===== config.mk =====
export PLATFORM = sky130hd
export DESIGN_NAME = cigar_interval_liftover
export DESIGN_NICKNAME = d
export VERILOG_FILES = /design/src/design/cil_pkg.sv /design/src/design/cil_lane.sv /design/src/design/cigar_interval_liftover.sv
export SDC_FILE = /design/constraint.sdc
export NUM_CORES = 2
export LEC_CHECK = 0
export BUFFER_PORTS_ARGS = -buffer_cell sky130_fd_sc_hd__buf_2
export CORE_UTILIZATION = 30
export CTS_CLUSTER_DIAMETER = 150
export CTS_CLUSTER_SIZE = 25
export DETAILED_ROUTE_END_ITERATION = 16
export PLACE_DENSITY_LB_ADDON = 0.05
export SKIP_LAST_GASP = 1
export SLEW_MARGIN = 20
export SYNTH_ARGS = -nofsm -noshare
export SYNTH_HDL_FRONTEND = slang
export SYNTH_SLANG_ARGS = --single-unit

===== constraint.sdc =====
create_clock -name clk_i -period 19.4 [get_ports clk_i]
set_input_delay 3.88 -clock clk_i [delete_from_list [all_inputs] [get_ports clk_i]]
set_output_delay 3.88 -clock clk_i [all_outputs]
set_load 0.03 [all_outputs]

===== src/design/cil_pkg.sv =====
// Shared types and character codes for the CIGAR interval liftover block.
package cil_pkg;

  localparam int unsigned POS_W  = 32;
  localparam int unsigned LIFT_W = POS_W + 1;

  localparam logic [7:0] CHAR_ZERO = 8'h30;  // '0'
  localparam logic [7:0] CHAR_NINE = 8'h39;  // '9'
  localparam logic [7:0] CHAR_DEL  = 8'h44;  // 'D'
  localparam logic [7:0] CHAR_INS  = 8'h49;  // 'I'

  typedef enum logic {
    OP_HEADER = 1'b0,
    OP_CIGAR  = 1'b1
  } item_op_e;

  typedef enum logic [1:0] {
    LANE_SEARCHING = 2'd0,
    LANE_FOUND     = 2'd1,
    LANE_FAILED    = 2'd2
  } lane_status_e;

  // Control from the walk logic to each lane
  typedef struct packed {
    logic load;    // header transfer: set up the lane
    logic apply;   // query-advancing op with nonzero run
    logic is_ins;  // that op is an insertion
  } lane_ctrl_t;

endpackage


===== src/design/cil_lane.sv =====
// One liftover lane: oriented query position, search status and lifted target position.
module cil_lane (
  input  logic                            clk_i,
  input  logic                            rst_ni,
  input  cil_pkg::lane_ctrl_t             ctrl_i,
  input  logic                            minus_i,
  input  logic [cil_pkg::POS_W-1:0]       pos_i,
  input  logic [cil_pkg::POS_W-1:0]       qlen_i,
  input  logic [cil_pkg::POS_W-1:0]       ystart_i,
  input  logic [cil_pkg::POS_W-1:0]       yend_i,
  input  logic [cil_pkg::POS_W-1:0]       qcur_i,
  input  logic [cil_pkg::POS_W-1:0]       tcur_i,
  input  logic [cil_pkg::POS_W-1:0]       len_i,
  output cil_pkg::lane_status_e           status_o,
  output logic [cil_pkg::LIFT_W-1:0]      lift_o
);

  logic [cil_pkg::POS_W-1:0]  opos_q, opos_d;
  cil_pkg::lane_status_e      status_q, status_d;
  logic [cil_pkg::LIFT_W-1:0] lift_q, lift_d;

  logic [cil_pkg::POS_W-1:0]  hdr_pos;
  logic [cil_pkg::POS_W-1:0]  offset;
  logic                       hdr_fail;
  logic                       hit;

  always_comb begin
    hdr_fail = 1'b0;
    hdr_pos  = pos_i;
    if (minus_i) begin
      if (pos_i >= qlen_i) begin
        hdr_fail = 1'b1;
      end else begin
        hdr_pos = qlen_i - pos_i - cil_pkg::POS_W'(1);
      end
    end
    if (hdr_pos < ystart_i || hdr_pos >= yend_i) begin
      hdr_fail = 1'b1;
    end
  end

  assign offset = opos_q - qcur_i;
  assign hit    = (status_q == cil_pkg::LANE_SEARCHING) && (opos_q >= qcur_i) &&
                  (offset < len_i);

  always_comb begin
    opos_d   = opos_q;
    status_d = status_q;
    lift_d   = lift_q;
    if (ctrl_i.load) begin
      opos_d   = hdr_pos;
      status_d = hdr_fail ? cil_pkg::LANE_FAILED : cil_pkg::LANE_SEARCHING;
      lift_d   = '0;
    end else if (ctrl_i.apply && hit) begin
      status_d = cil_pkg::LANE_FOUND;
      // inside an insertion the lane sits on the target cursor
      lift_d   = ctrl_i.is_ins ? {1'b0, tcur_i}
                               : {1'b0, tcur_i} + {1'b0, offset};
    end
  end

  always_ff @(posedge clk_i or negedge rst_ni) begin
    if (!rst_ni) begin
      opos_q   <= '0;
      status_q <= cil_pkg::LANE_SEARCHING;
      lift_q   <= '0;
    end else begin
      opos_q   <= opos_d;
      status_q <= status_d;
      lift_q   <= lift_d;
    end
  end

  assign status_o = status_q;
  assign lift_o   = lift_q;

endmodule


===== src/design/cigar_interval_liftover.sv =====
// A transfer passes through the input register, the walk/lane state and the result register, in that order.
// Throughput: one item per cycle; the input register, the walk/lane state and the
// result register move together whenever the result register is empty or taken.
// Reset clears the walk state, both lanes (searching) and all valid flags; no
// result is pending after reset until a header and a last CIGAR character arrive.
module cigar_interval_liftover (
  input  logic        clk_i,
  input  logic        rst_ni,
  input  logic        in_valid_i,
  output logic        in_stall_o,
  input  logic        operation_i,
  input  logic [7:0]  cigar_char_i,
  input  logic        last_char_i,
  input  logic        strand_minus_i,
  input  logic [31:0] query_len_i,
  input  logic [31:0] query_start_i,
  input  logic [31:0] query_end_i,
  input  logic [31:0] target_start_i,
  input  logic [31:0] target_end_i,
  input  logic [31:0] target_len_i,
  input  logic [31:0] region_begin_i,
  input  logic [31:0] region_end_i,
  output logic        out_valid_o,
  input  logic        out_stall_i,
  output logic [31:0] lifted_begin_o,
  output logic [31:0] lifted_end_o,
  output logic        trim_five_o,
  output logic        trim_three_o
);

  localparam int unsigned PW = cil_pkg::POS_W;
  localparam int unsigned LW = cil_pkg::LIFT_W;

  // input register
  logic          s0_valid_q, s0_valid_d;
  logic          op_q;
  logic [7:0]    char_q;
  logic          last_q;
  logic          minus_in_q;
  logic [PW-1:0] qlen_q, qst_q, qen_q, tst_in_q, ten_in_q, tlen_in_q, rb_q, re_q;

  // walk state
  logic          minus_q, minus_d;
  logic [PW-1:0] tgt_start_q, tgt_start_d;
  logic [PW-1:0] tgt_end_q, tgt_end_d;
  logic [PW-1:0] tgt_len_q, tgt_len_d;
  logic          interval_ok_q, interval_ok_d;
  logic [PW-1:0] run_len_q, run_len_d;
  logic          run_any_q, run_any_d;
  logic [PW-1:0] qcur_q, qcur_d;
  logic [PW-1:0] tcur_q, tcur_d;
  logic          fin_q, fin_d;

  // result register
  logic          out_valid_q, out_valid_d;
  logic [PW-1:0] lb_q, le_q;
  logic          t5_q, t3_q;

  logic          advance, accept, proc;
  logic          is_hdr, is_digit, do_op, is_del, is_ins;
  logic [3:0]    digit;
  logic [PW-1:0] ystart, yend, far_pos;
  logic [PW-1:0] pos0, pos1;
  cil_pkg::lane_ctrl_t   lane_ctrl;
  cil_pkg::lane_status_e status0, status1;
  logic [LW-1:0] lift0, lift1;

  logic          t5, t3;
  logic [LW-1:0] tb, te, tlen;

  assign advance    = !out_valid_q || !out_stall_i;
  assign in_stall_o = s0_valid_q && !advance;
  assign accept     = in_valid_i && !in_stall_o;
  assign proc       = s0_valid_q && advance;

  assign s0_valid_d = accept ? 1'b1 : (advance ? 1'b0 : s0_valid_q);

  always_ff @(posedge clk_i or negedge rst_ni) begin
    if (!rst_ni) begin
      s0_valid_q <= 1'b0;
    end else begin
      s0_valid_q <= s0_valid_d;
    end
  end

  always_ff @(posedge clk_i) begin
    if (accept) begin
      op_q       <= operation_i;
      char_q     <= cigar_char_i;
      last_q     <= last_char_i;
      minus_in_q <= strand_minus_i;
      qlen_q     <= query_len_i;
      qst_q      <= query_start_i;
      qen_q      <= query_end_i;
      tst_in_q   <= target_start_i;
      ten_in_q   <= target_end_i;
      tlen_in_q  <= target_len_i;
      rb_q       <= region_begin_i;
      re_q       <= region_end_i;
    end
  end

  // decode of the item in the input register
  assign is_hdr   = (op_q == cil_pkg::OP_HEADER);
  assign is_digit = (char_q >= cil_pkg::CHAR_ZERO) && (char_q <= cil_pkg::CHAR_NINE);
  assign digit    = 4'(char_q - cil_pkg::CHAR_ZERO);
  assign do_op    = !is_hdr && !is_digit && run_any_q;
  assign is_del   = (char_q == cil_pkg::CHAR_DEL);
  assign is_ins   = (char_q == cil_pkg::CHAR_INS);

  assign ystart  = minus_in_q ? (qlen_q - qen_q) : qst_q;
  assign yend    = minus_in_q ? (qlen_q - qst_q) : qen_q;
  assign far_pos = re_q - PW'(1);
  assign pos0    = minus_in_q ? far_pos : rb_q;
  assign pos1    = minus_in_q ? rb_q : far_pos;

  assign lane_ctrl.load   = proc && is_hdr;
  assign lane_ctrl.apply  = proc && do_op && !is_del;
  assign lane_ctrl.is_ins = is_ins;

  always_comb begin
    minus_d       = minus_q;
    tgt_start_d   = tgt_start_q;
    tgt_end_d     = tgt_end_q;
    tgt_len_d     = tgt_len_q;
    interval_ok_d = interval_ok_q;
    run_len_d     = run_len_q;
    run_any_d     = run_any_q;
    qcur_d        = qcur_q;
    tcur_d        = tcur_q;
    fin_d         = fin_q;
    if (advance) begin
      fin_d = 1'b0;
    end
    if (proc) begin
      if (is_hdr) begin
        minus_d       = minus_in_q;
        tgt_start_d   = tst_in_q;
        tgt_end_d     = ten_in_q;
        tgt_len_d     = tlen_in_q;
        interval_ok_d = (rb_q < re_q);
        run_len_d     = '0;
        run_any_d     = 1'b0;
        qcur_d        = ystart;
        tcur_d        = tst_in_q;
      end else begin
        if (is_digit) begin
          // times ten as two shifts and an add
          run_len_d = (run_len_q << 3) + (run_len_q << 1) + PW'(digit);
          if (digit != 4'd0) begin
            run_any_d = 1'b1;
          end
        end else if (run_any_q) begin
          if (is_del) begin
            tcur_d = tcur_q + run_len_q;
          end else begin
            qcur_d = qcur_q + run_len_q;
            if (!is_ins) begin
              tcur_d = tcur_q + run_len_q;
            end
          end
          run_len_d = '0;
          run_any_d = 1'b0;
        end
        if (last_q && interval_ok_q) begin
          interval_ok_d = 1'b0;
          fin_d         = 1'b1;
        end
      end
    end
  end

  always_ff @(posedge clk_i or negedge rst_ni) begin
    if (!rst_ni) begin
      minus_q       <= 1'b0;
      tgt_start_q   <= '0;
      tgt_end_q     <= '0;
      tgt_len_q     <= '0;
      interval_ok_q <= 1'b0;
      run_len_q     <= '0;
      run_any_q     <= 1'b0;
      qcur_q        <= '0;
      tcur_q        <= '0;
      fin_q         <= 1'b0;
    end else begin
      minus_q       <= minus_d;
      tgt_start_q   <= tgt_start_d;
      tgt_end_q     <= tgt_end_d;
      tgt_len_q     <= tgt_len_d;
      interval_ok_q <= interval_ok_d;
      run_len_q     <= run_len_d;
      run_any_q     <= run_any_d;
      qcur_q        <= qcur_d;
      tcur_q        <= tcur_d;
      fin_q         <= fin_d;
    end
  end

  cil_lane u_lane0 (
    .clk_i    (clk_i),
    .rst_ni   (rst_ni),
    .ctrl_i   (lane_ctrl),
    .minus_i  (minus_in_q),
    .pos_i    (pos0),
    .qlen_i   (qlen_q),
    .ystart_i (ystart),
    .yend_i   (yend),
    .qcur_i   (qcur_q),
    .tcur_i   (tcur_q),
    .len_i    (run_len_q),
    .status_o (status0),
    .lift_o   (lift0)
  );

  cil_lane u_lane1 (
    .clk_i    (clk_i),
    .rst_ni   (rst_ni),
    .ctrl_i   (lane_ctrl),
    .minus_i  (minus_in_q),
    .pos_i    (pos1),
    .qlen_i   (qlen_q),
    .ystart_i (ystart),
    .yend_i   (yend),
    .qcur_i   (qcur_q),
    .tcur_i   (tcur_q),
    .len_i    (run_len_q),
    .status_o (status1),
    .lift_o   (lift1)
  );

  // result from the state left by the last character
  assign t5   = (status0 != cil_pkg::LANE_FOUND);
  assign t3   = (status1 != cil_pkg::LANE_FOUND);
  assign tb   = t5 ? {1'b0, tgt_start_q} : lift0;
  assign te   = t3 ? {1'b0, tgt_end_q} : lift1 + LW'(1);
  assign tlen = {1'b0, tgt_len_q};

  assign out_valid_d = advance ? (fin_q && (te > tb)) : out_valid_q;

  always_ff @(posedge clk_i or negedge rst_ni) begin
    if (!rst_ni) begin
      out_valid_q <= 1'b0;
    end else begin
      out_valid_q <= out_valid_d;
    end
  end

  always_ff @(posedge clk_i) begin
    if (advance && fin_q) begin
      lb_q <= (tb > tlen) ? tgt_len_q : tb[PW-1:0];
      le_q <= (te > tlen) ? tgt_len_q : te[PW-1:0];
      t5_q <= t5;
      t3_q <= t3;
    end
  end

  assign out_valid_o    = out_valid_q;
  assign lifted_begin_o = lb_q;
  assign lifted_end_o   = le_q;
  assign trim_five_o    = t5_q;
  assign trim_three_o   = t3_q;

endmodule

==> metrics <==
Worst EP arrival=8.96 ns; Synth top area share=18.5%; peak supply drop=77.1 uV; max-slew violations=0; DR iter-0 viols=2383; clk slew on worst S/H paths=0.11 ns; First-pass DRT Iterations=6; HPWL after detailed placement=163 mm; Die Height=427 um; PortBufs=338; power density over the cells=120 mW/mm2; RSZ-0062 raised after global routing=false; CTS Buf Count=36; crit path from=re_q[4]; Seq pwr share=26.1%; crit start category=flip-flop; maximum clock rate=0.120 GHz; Most Crowded Layer GR=met2; synth warn=0; Final Hold Vio Count=0; area grow syn2layout=10.4%; most common cell after layout, fill and taps aside=ha_1; status=finished clean; global routing usage on met3=1.37%; critical path type=flip-flop to flip-flop; DRC viols=0; CP required=20.02 ns; Comb pwr share=60.9%; final antenna-violating net count=0; CP dominant cell by count=a21o_1; num ports=339; Clock Skews=0.0572 ns; Vias=44000; CTS tree=built; top cells by area, synth=edfxtp_1, ha_1, dfrtp_1, a21oi_1, nand2_1; Hold WC Path Type=flip-flop to flip-flop; Chip Width=427 um; post-CTS setup buffer count=0; reg2reg setup slack=11.06 ns; CP Capture Type=flip-flop; Cell Rows=155; ant diodes=0; Slew HR=25.0%; Synth async-reset ratio=49.8%; antenna violations before repair=0; largest net degree at the start of global routing=138; final period utilization=43.0%; r2r startpoint=re_q[4]; Crit Path Max Fanout=36; Routed Wire Length=200 mm; Synth Net Count=7003; Root Driver=clkbuf_16; PostCTS Resize Cnt=0; vias per cell=5.13; Tmin final=8.34 ns; most frequent cells in the layout=ha_1, nand2_1, a21oi_1; Initial Util=30.3%; number of sinks on the clock net=664; gr ovfl total=0; Netlist cell types=82; die area=0.182 mm2; dominant cell type by area after synthesis=edfxtp_1; GR Util met1=28.7%; P_sw=3400 uW; Post-Syn Instances=5970; Main synth FF type=edfxtp_1; clock tree buffer depth=3; clock power share=13.0%; met2 usage=38.3%; syn_area_per_cell=9.06 um2; H-tree levels=2; Clk Latency, worst-skew pair=0.71 ns; Nets=7234; Post-synth EDFFs=333; hold_buf cts=0; Slowest cell on crit path=a41oi_4; max-cap violation count=0; layout cells sized above 1=9.76%; leakage=0.0278 uW; mapped cell area=0.0541 mm2; Slowest Stage Delay on Critical Path=0.63 ns; Core Region=0.179 mm2; Setup-failing EPs final=0; first-pass GRT wire length=294 mm; Tightest Pin Transition=1.11 ns; Cells after DPL=8518; non-filler cells, final=8584; number of global-route vias before repair=44700; sequential element share of the synthesized area=33.8%; P_int=3770 uW; Sum Neg Setup Slack=0 ns; Hold WS=0.448 ns; sw frac=47.4%; Placer Congestion=0.864; post-synthesis register bit count=664; worst hold start=ten_in_q[30]; wire per inst=23.2 um; # fillers=18700; GRT Resource Usage Total=21.7%
-- layout make-up --
type | instances | area, um2 | area share [%]
Clock buffer | 51 | 978 | 1.64
Tap cell | 2355 | 2950 | 4.93
Inverter | 441 | 1660 | 2.77
Timing Repair Buffer | 393 | 2130 | 3.56
Multi-Input combinational cell | 4665 | 33500 | 56.2
Clock inverter | 15 | 184 | 0.308
Sequential cell | 664 | 18300 | 30.6
-- power by group through the flow --
stage / clock network [uW] / registers [uW] / logic [uW]
2_1_floorplan: 0 / 1830 / 3040
3_3_place_gp: 0 / 1900 / 4370
3_5_place_dp: 0 / 1900 / 4370
4_1_cts: 996 / 1870 / 4400
5_1_grt: 1020 / 1900 / 4880
6_report: 934 / 1870 / 4370
-- synth_stat cells (all sizes together) (30+ instances only) --
library cell  count
o211ai           65
dfrtp           331
nor2            330
o31ai            34
and2             30
and3             41
clkbuf          178
nand4            89
a31oi            47
o21ai           401
o21a             55
nor2b            81
a21oi           526
xnor2           229
nand2b           75
a21o            248
a211oi           54
o21bai           39
o211a            41
nor3             75
xor2            121
inv             440
edfxtp          333
nand2           694
nand3           108
ha              750
mux2i           123
mux2            109
-- logic make-up (layout without fill, tap and decap cells) --
family | after synthesis | in the layout | synth area share, %
compound gates | 1700 | 1700 | 19.9
xor+xnor | 350 | 350 | 5.68
fa+ha+maj | 763 | 763 | 17.8
buf+inv | 641 | 900 | 4.47
flops | 664 | 664 | 33.8
mux | 232 | 232 | 4.58
simple gates | 1620 | 1620 | 13.8
-- registers in the layout (all words and copies together), names as in the netlist, 8 cells and up --
name and cells:
lifted_end_o 32, tcur_q 32, lifted_begin_o 32, u_lane1.lift_o 33, run_len_q 32, qst_q 32, tgt_len_q 32, qen_q 32
re_q 32, tlen_in_q 32, ten_in_q 32, rb_q 32, u_lane1.opos_q 32, char_q 8, tgt_end_q 32, u_lane0.lift_o 33
tgt_start_q 32, qlen_q 32, tst_in_q 32, qcur_q 32, u_lane0.opos_q 32
-- final timing paths --
| kind | cells past startpoint | endpoint |
|---|---|---|
| hold / removal | 2 | tgt_end_q[30] |
| setup / recovery | 27 | u_lane0.status_o[1] |
| max in group asynchronous | 2 | u_lane1.opos_q[20] |
| min in group asynchronous | 1 | tgt_start_q[2] |
| setup reg to reg | 27 | u_lane0.status_o[1] |
| hold reg to reg | 2 | tgt_end_q[30] |
-- metal layers --
| metal | vias up | part of all wire (%) | routed length [um] |
|---|---|---|---|
| met4 | 0 | 2.2 | 4310 |
| li1 | 22000 | - | - |
| met1 | 21200 | 46 | 92800 |
| met5 | - | 0 | 0 |
| met2 | 646 | 49 | 97800 |
| met3 | 121 | 2.3 | 4630 |
-- metrics by stage --
step	total power, uW	setup slack [ns]	area, um2	utilization (%)
CTS	7270	10.94	59700	33.4
detailed placement	6280	10.96	58600	32.7
global route	7800	10.49	59700	33.4
finish	7170	11.06	59700	33.4
global placement	6270	11.08	58600	32.7
floorplan	4870	8.67	54100	-
-- critical path: cells and delay by family (launching register included) --
family / cells / cell delay [ns]
xor+xnor: 1 / 0.11
compound gates: 13 / 3.07
buf+inv: 1 / 0.46
mux: 1 / 0.33
fa+ha+maj: 2 / 0.78
flops: 1 / 0.44
simple gates: 9 / 3.06
Power figures use the tool's default switching activity.
